### config.mk
export PLATFORM = sky130hd
export DESIGN_NAME = afhc_judge
export DESIGN_NICKNAME = d
export VERILOG_FILES = /design/src/rtl/afhc_pkg.sv /design/src/rtl/afhc_judge.sv
export SDC_FILE = /design/constraint.sdc
export NUM_CORES = 2
export LEC_CHECK = 0
export BUFFER_PORTS_ARGS = -buffer_cell sky130_fd_sc_hd__buf_2
export CAP_MARGIN = 30
export CORE_MARGIN = 2
export CORE_UTILIZATION = 45
export DETAILED_ROUTE_END_ITERATION = 16
export PLACE_DENSITY_LB_ADDON = 0.1
export SYNTH_ARGS = -nofsm -noshare
export SYNTH_HDL_FRONTEND = slang
export SYNTH_SLANG_ARGS = --single-unit
### constraint.sdc
create_clock -name clk_i -period 2.6 [get_ports clk_i]
set_clock_uncertainty 0.15 [all_clocks]
set_input_delay 0.13 -clock clk_i [delete_from_list [all_inputs] [get_ports clk_i]]
set_output_delay 0.13 -clock clk_i [all_outputs]
set_load 0.02 [all_outputs]
### src/rtl/afhc_pkg.sv
`timescale 1ns / 1ps
`default_nettype none
// ----------------------------------------------------------------------------
// afhc_pkg
// Shared types, constants and the crc-32c byte step for the activation file
// header checker.
// ----------------------------------------------------------------------------
package afhc_pkg;

  localparam int DefCountWidth = 64;

  // header layout
  localparam int HdrBytes = 40;
  localparam int HdrIdxW  = $clog2(HdrBytes);
  localparam int MagicLen = 8;

  localparam logic [7:0] MagicTag [MagicLen] = '{"G", "L", "M", "5", "X", "A", "C", "T"};

  localparam logic [31:0] HdrVersion = 32'd1;
  localparam logic [31:0] HdrSize    = 32'(HdrBytes);
  localparam logic [15:0] HdrDtype   = 16'd3;

  // crc-32c, reflected
  localparam logic [31:0] CrcPoly = 32'h82F6_3B78;
  localparam logic [31:0] CrcInit = 32'hFFFF_FFFF;

  // configuration register indexes
  localparam int CfgIdxW = 4;
  localparam logic [CfgIdxW-1:0] CFG_EXP_TOKENS = CfgIdxW'(0);
  localparam logic [CfgIdxW-1:0] CFG_EXP_HIDDEN = CfgIdxW'(1);

  typedef enum logic [2:0] {
    STAT_OK        = 3'd0,
    STAT_TRUNCATED = 3'd1,
    STAT_BAD_MAGIC = 3'd2,
    STAT_VERSION   = 3'd3,
    STAT_EXTENT    = 3'd4,
    STAT_CRC       = 3'd5
  } status_e;

  // end-of-file request handed from the byte stage to the check stage
  typedef struct packed {
    logic        valid;
    logic [31:0] crc;
  } chk_t;

  function automatic logic [31:0] crc32c_byte(logic [31:0] c, logic [7:0] b);
    logic [31:0] r;
    r = c ^ {24'd0, b};
    for (int k = 0; k < 8; k++) begin
      r = r[0] ? ((r >> 1) ^ CrcPoly) : (r >> 1);
    end
    return r;
  endfunction

endpackage
`default_nettype wire

### src/rtl/afhc_judge.sv
`timescale 1ns / 1ps
`default_nettype none
// ----------------------------------------------------------------------------
// afhc_judge
// Check stage: evaluates the header of a finished file in priority order and
// loads the result register.
// ----------------------------------------------------------------------------
module afhc_judge
  import afhc_pkg::*;
#(
  parameter int COUNT_WIDTH = DefCountWidth
) (
  input  wire logic                     clk_i,
  input  wire logic                     rst_ni,
  input  wire chk_t                     chk_i,
  input  wire logic [COUNT_WIDTH-1:0]   total_i,
  input  wire logic [HdrBytes-1:0][7:0] hdr_i,
  input  wire logic [31:0]              exp_tokens_i,
  input  wire logic [31:0]              exp_hidden_i,
  output      logic                     chk_ready_o,
  output      logic                     out_valid_o,
  input  wire logic                     out_ready_i,
  output      logic [2:0]               status_o,
  output      logic [31:0]              tok_count_o,
  output      logic [31:0]              hid_dim_o
);

  logic [31:0] tok, hid, version, hsize, crc_exp;
  logic [15:0] dtype, rsvd;
  logic [63:0] payload;
  logic [63:0] prod_q;
  logic [64:0] pay_end_q;
  logic        magic_ok, ver_bad, ext_bad, crc_bad, trunc, o_free;
  status_e     status_d;

  logic        out_valid_q;
  status_e     status_q;
  logic [31:0] tok_q, hid_q;

  assign tok     = hdr_i[19:16];
  assign hid     = hdr_i[23:20];
  assign version = hdr_i[11:8];
  assign hsize   = hdr_i[15:12];
  assign dtype   = hdr_i[25:24];
  assign rsvd    = hdr_i[27:26];
  assign payload = hdr_i[35:28];
  assign crc_exp = hdr_i[39:36];

  // these header fields settle well before the earliest possible last byte
  always_ff @(posedge clk_i) begin
    prod_q    <= {32'd0, tok} * {32'd0, hid};
    pay_end_q <= {1'b0, payload} + 65'(HdrBytes);
  end

  always_comb begin
    magic_ok = 1'b1;
    for (int i = 0; i < MagicLen; i++) begin
      if (hdr_i[i] != MagicTag[i]) magic_ok = 1'b0;
    end
  end

  assign trunc   = total_i < COUNT_WIDTH'(HdrBytes);
  assign ver_bad = (version != HdrVersion) || (hsize != HdrSize) ||
                   (dtype != HdrDtype) || (rsvd != 16'd0);
  assign ext_bad = (tok == 32'd0) || (hid == 32'd0) ||
                   ((exp_tokens_i != 32'd0) && (tok != exp_tokens_i)) ||
                   ((exp_hidden_i != 32'd0) && (hid != exp_hidden_i)) ||
                   prod_q[63] || (payload != {prod_q[62:0], 1'b0}) ||
                   pay_end_q[64] || (total_i == '1) ||
                   (65'(total_i) != pay_end_q);
  assign crc_bad = ~chk_i.crc != crc_exp;

  always_comb begin
    priority if (trunc)     status_d = STAT_TRUNCATED;
    else if (!magic_ok)     status_d = STAT_BAD_MAGIC;
    else if (ver_bad)       status_d = STAT_VERSION;
    else if (ext_bad)       status_d = STAT_EXTENT;
    else if (crc_bad)       status_d = STAT_CRC;
    else                    status_d = STAT_OK;
  end

  assign o_free      = !out_valid_q || out_ready_i;
  assign chk_ready_o = o_free;

  always_ff @(posedge clk_i or negedge rst_ni) begin
    if (!rst_ni) begin
      out_valid_q <= 1'b0;
    end else if (o_free) begin
      out_valid_q <= chk_i.valid;
    end
  end

  always_ff @(posedge clk_i) begin
    if (chk_i.valid && o_free) begin
      status_q <= status_d;
      tok_q    <= trunc ? 32'd0 : tok;
      hid_q    <= trunc ? 32'd0 : hid;
    end
  end

  assign out_valid_o = out_valid_q;
  assign status_o    = status_q;
  assign tok_count_o = tok_q;
  assign hid_dim_o   = hid_q;

endmodule
`default_nettype wire

* After elaboration in Yosys (flattened, before gate mapping)
Cells that the tools add are included.
Cells by class: add/sub/neg operators 1, multipliers 1, $lt $le $gt $ge 1, equality and inequality tests 17, muxes and demuxes 12, bitwise gates (word level) 2, reduce and logical (&&, ||, !) cells 22
Operators with widths (count):
- $ne A32 B32 Y1 | 3
- $add A64 B6 Y65 const B | 1
- $ne A64 B65 Y1 | 1
- $eq A64 B64 Y1 const B | 1
- $logic_not A32 Y1 | 2
- $lt A64 B6 Y1 const B | 1
- $mul A32 B32 Y64 | 1
- $ne A64 B64 Y1 | 1
- $reduce_bool A32 Y1 | 2
- $ne A8 B7 Y1 const B | 7
- $ne A32 B1 Y1 const B | 1
- $ne A32 B6 Y1 const B | 1
- $not A32 Y32 | 1
- $ne A16 B2 Y1 const B | 1
- $reduce_bool A16 Y1 | 1
- $logic_or A1 B1 Y1 | 12
- $mux W1 | 8
- $ne A8 B6 Y1 const B | 1
- $mux W3 | 2
- $mux W2 | 2
- $logic_and A1 B1 Y1 | 3
- $reduce_or A3 Y1 | 1
- $logic_not A1 Y1 | 1
- $not A1 Y1 | 1
Storage, ports and cells: register bits 197, input bits 484, output and inout bits 69

* Longest topological paths before layout
depth in word-level cells 12, mapped depth 28, gate-level depth less buffers 25

* Worst setup path after synthesis
No wires, ideal clock.
kind input to register, start in hdr_i[168] (netlist bit), end reg prod_q[62], data arrival time 6881 ps, data required time 2332 ps, setup slack -4548 ps, cell stages on the path 24, path buffers 2, path through clkbuf_1 clkbuf_1 nand2_1 fa_1 fa_1 fa_1 fa_1 inv_1 fa_1 fa_1 fa_1 inv_1 fa_1 inv_1 ha_1 and2_1 nand3_1 o221ai_1 a221oi_1 o221ai_2 a31oi_4 o221ai_2 o31a_1 xor2_1
On the way: longest elaborated chain between the ends 1
Ends and longest elaborated chain:
- from (decl) | RTL line afhc_judge.sv:17 | input wire logic [HdrBytes-1:0][7:0] hdr_i,
- $mul A32 B32 Y64 | RTL line afhc_judge.sv:51 | prod_q <= {32'd0, tok} * {32'd0, hid};
- to (signal assigned) | RTL line afhc_judge.sv:51
- to (decl) | RTL line afhc_judge.sv:31 | logic [63:0] prod_q;
Every way passes these cells. A chain may end at the register's enable or synchronous reset.

* Worst setup path after layout
start in hdr_i[150] (netlist bit), end reg prod_q[57]
Same word-level chain as after synthesis.

==> results.ini <==
[yosys]
synth_seq_cells=197
yosys_warnings=0
synth_edf_count=67
synth_ff_type=dfxtp_1
async_flop_share_pct=0.508
avgSynthCellArea_um2=9.32
synth_fp_nets=6279
yosysSeqAreaShare_pct=10.7
yosysUniqueCellTypes=75
synth_cells=4635
netlist_area_mm2=0.0432

[placement]
dp.cells=6732
port_buffers=552
place.gp.congestion=0.961
placed_area_mm2=0.0519
dp_worst_setup_slack_ns=-4.79
dp_hpwl_um=130000

[clock_tree]
cts.clk_slew.worst_paths_ns=0.09
numCtsBuffers=17
tritoncts=built
root_buffer=clkbuf_16
clk_latency_ns=0.52
cts_sinks=197
cts_buffer_depth=2
cts_max_level=4

[setup_path]
rr_worst_depth=10
critPathKind=in2reg
cp_num_buf_inv=5
cp_max_fo=6
crit_top_cell=fa_1
reg2reg_to=status_o[2]
crit_end=prod_q[57]
crit_path_end_kind=flop
worst-path-stages=24
ff2ff_setup_slack_ns=0.08
worst_r2r_startpoint=prod_q[11]
crit_slowest_cell=fa_1
cp-start-kind=input pin
crit_arrival_ns=6.89
crit_chain=buf_8 > buf_12 > buf_12 > and2_4 > fa_1 > inv_2 > fa_1 > fa_1 > fa_1 > inv_1 > fa_1 > fa_2 > fa_1 > fa_1 > ha_4 > a21oi_4 > o21ai_2 > nor2_1 > nand3_2 > a221o_1 > a41oi_4 > o21ai_4 > a21o_1 > a211oi_2
crit_required_ns=2.90
cp-startpoint=hdr_i[150]
max_stage_delay_ns=0.61
path_delay_family=adder cells

[timing]
max_freq_ghz=0.152
maxSlewViolCount=0
layout_setup_ws_ns=-3.99
setup_viol_count_final=60
finalHoldViolations=1
whs_ns=-0.00805
worst_slew_pin_slew_ns=0.738
slew_headroom_pct=50.8
fin_crit_ns=6.59
grt_setup_unrepaired=true
period_share_pct=254

[drt]
dr.pass1.iters=5
finalWirelength_um=154000
wl_met3_um=9720
met1_length_um=63700
top_layer_used=met5
wl_met2_um=75400
routed-via-count=36100
ant_nets=0
via_per_inst=5.20
wl_per_cell_um=22.2
drc=0
drt_iter0_drc=2539

[floorplan]
pin_count=553
dieArea_mm2=0.0985
core_mm2=0.0950
fp.dieW_um=314
die_y_um=314
initial_core_util_pct=45.5
row_count=113

[finish]
instances_no_fill=6953
finalNetCount=7314
layout_common_cells=fa_1 (843), inv_1 (825), and2_1 (583)
drive_above_1_share_pct=28.4
area_delta_synth_final_pct=31.1
nFillCells=8468
multi_input_area_mm2=0.0363
final_common_cell=fa_1
ff_latch_area_mm2=0.00462
design_area_mm2=0.0566

[global_routing]
track_usage_pct=31.6
grt_pass1_vias=38500
grt_antenna_before_repair=15
grt_pass1_wl_um=234000
overflow=0
grt_max_degree=44

[flow_run]
drv_cap=0

[run_status]
violations=negative hold slack, negative setup slack
status=finished, violations left

[hold_path]
min_path_type=in2reg

[flip-flops by register name, summed over array words and instances (netlist names)]
name,count
hid_dim_o,32
out_valid_o,1
pay_end_q,65
prod_q,64
status_o,3
tok_count_o,32
[worst min path at each step]
stage,startpoint,endpoint,depth (start not counted)
after floorplan,rst_ni,out_valid_o,0
after global placement,rst_ni,out_valid_o,1
after detailed placement,rst_ni,out_valid_o,1
after CTS,hdr_i[194],status_o[1],7
after global routing,hdr_i[176],hid_dim_o[16],3
final,hdr_i[176],hid_dim_o[16],3
[kinds of logic after synthesis]
| group | Yosys count | synth area share, % |
|---|---|---|
| xor+xnor | 342 | 6.93 |
| simple gates | 1569 | 19.7 |
| fa+ha+maj | 1160 | 49.2 |
| compound gates | 219 | 3.50 |
| flops | 197 | 10.7 |
| buf+inv | 1148 | 9.97 |
[through the flow]
| step | utilization, % | hold WS (ns) | TNS, ns |
|---|---|---|---|
| after floorplan | - | -0.316 | -198.50 |
| final | 59.6 | -0.00805 | -196.92 |
| after CTS | 58.5 | 0.00755 | -195.62 |
| after global routing | 59.6 | 0.0250 | -206.27 |
| after global placement | 54.6 | -0.209 | -242.38 |
| after detailed placement | 54.6 | -0.214 | -243.36 |
[synth_stat cells, types with 3 or more instances]
master	count	area (um^2)
and2_1	633	3960
nand2_1	484	1820
nor4b_1	13	114
nand2b_1	9	56.3
nor2_1	62	233
clkbuf_1	287	1080
inv_1	861	3230
edfxtp_1	67	2010
nor3_1	8	40.0
and4b_1	3	30.0
xnor2_1	228	2000
o31ai_1	3	22.5
a21o_1	31	233
o211ai_1	5	37.5
dfxtp_1	129	2580
a21oi_1	68	340
a211oi_1	4	30.0
o221ai_1	3	26.3
o21ai_0	31	155
o21bai_1	11	82.6
o21ai_1	5	25.0
or3_1	4	25.0
nand4_1	108	676
nor4_1	99	619
a211o_1	3	26.3
and3_1	14	87.6
a31oi_1	9	56.3
and4_1	7	61.3
xor2_1	114	998
nor2b_1	70	438
o21a_1	7	52.6
nand3_1	37	185
fa_1	896	17900
a41oi_1	4	35.0
ha_1	264	3300
a211oi_2	3	37.5
[timing repair]
item,CTS,global route
cloned,6,1
hold buffers,103,1
pin swaps,187,199
endpoints found under the setup margin,62,76
buffers inserted,52,33
hold endpoints to repair,83,1
gates resized for setup,344,227
[layout make-up]
class	count	share of cell area (%)
sequential	197	8.16
antenna	6	0.0265
multi-input combinational	3290	64.1
clock inverter	12	0.272
timing repair buffer	1303	18.1
tap	1265	2.79
inverter	861	5.71
clock buffer	19	0.820
[metal layers]
metal  up-vias  GRT usage, %
met5         -             0
li1      16100             -
met3       260          3.78
met2      1259          53.0
met4         8          9.82
met1     18500          42.9
[worst reg2reg max path, delay by kind of cell (launching register included)]
family                    cells  cell delay [ns]
DFF                           1             0.38
xor gates and xnor gates      1             0.14
and+or+nand+nor               5             1.01
AOI/OAI and AO/OA             1             0.13
buffers and inverters         3             0.45
Power is not shown: default switching activity piles up to over one toggle a cycle in this logic, so the estimate is an artifact.
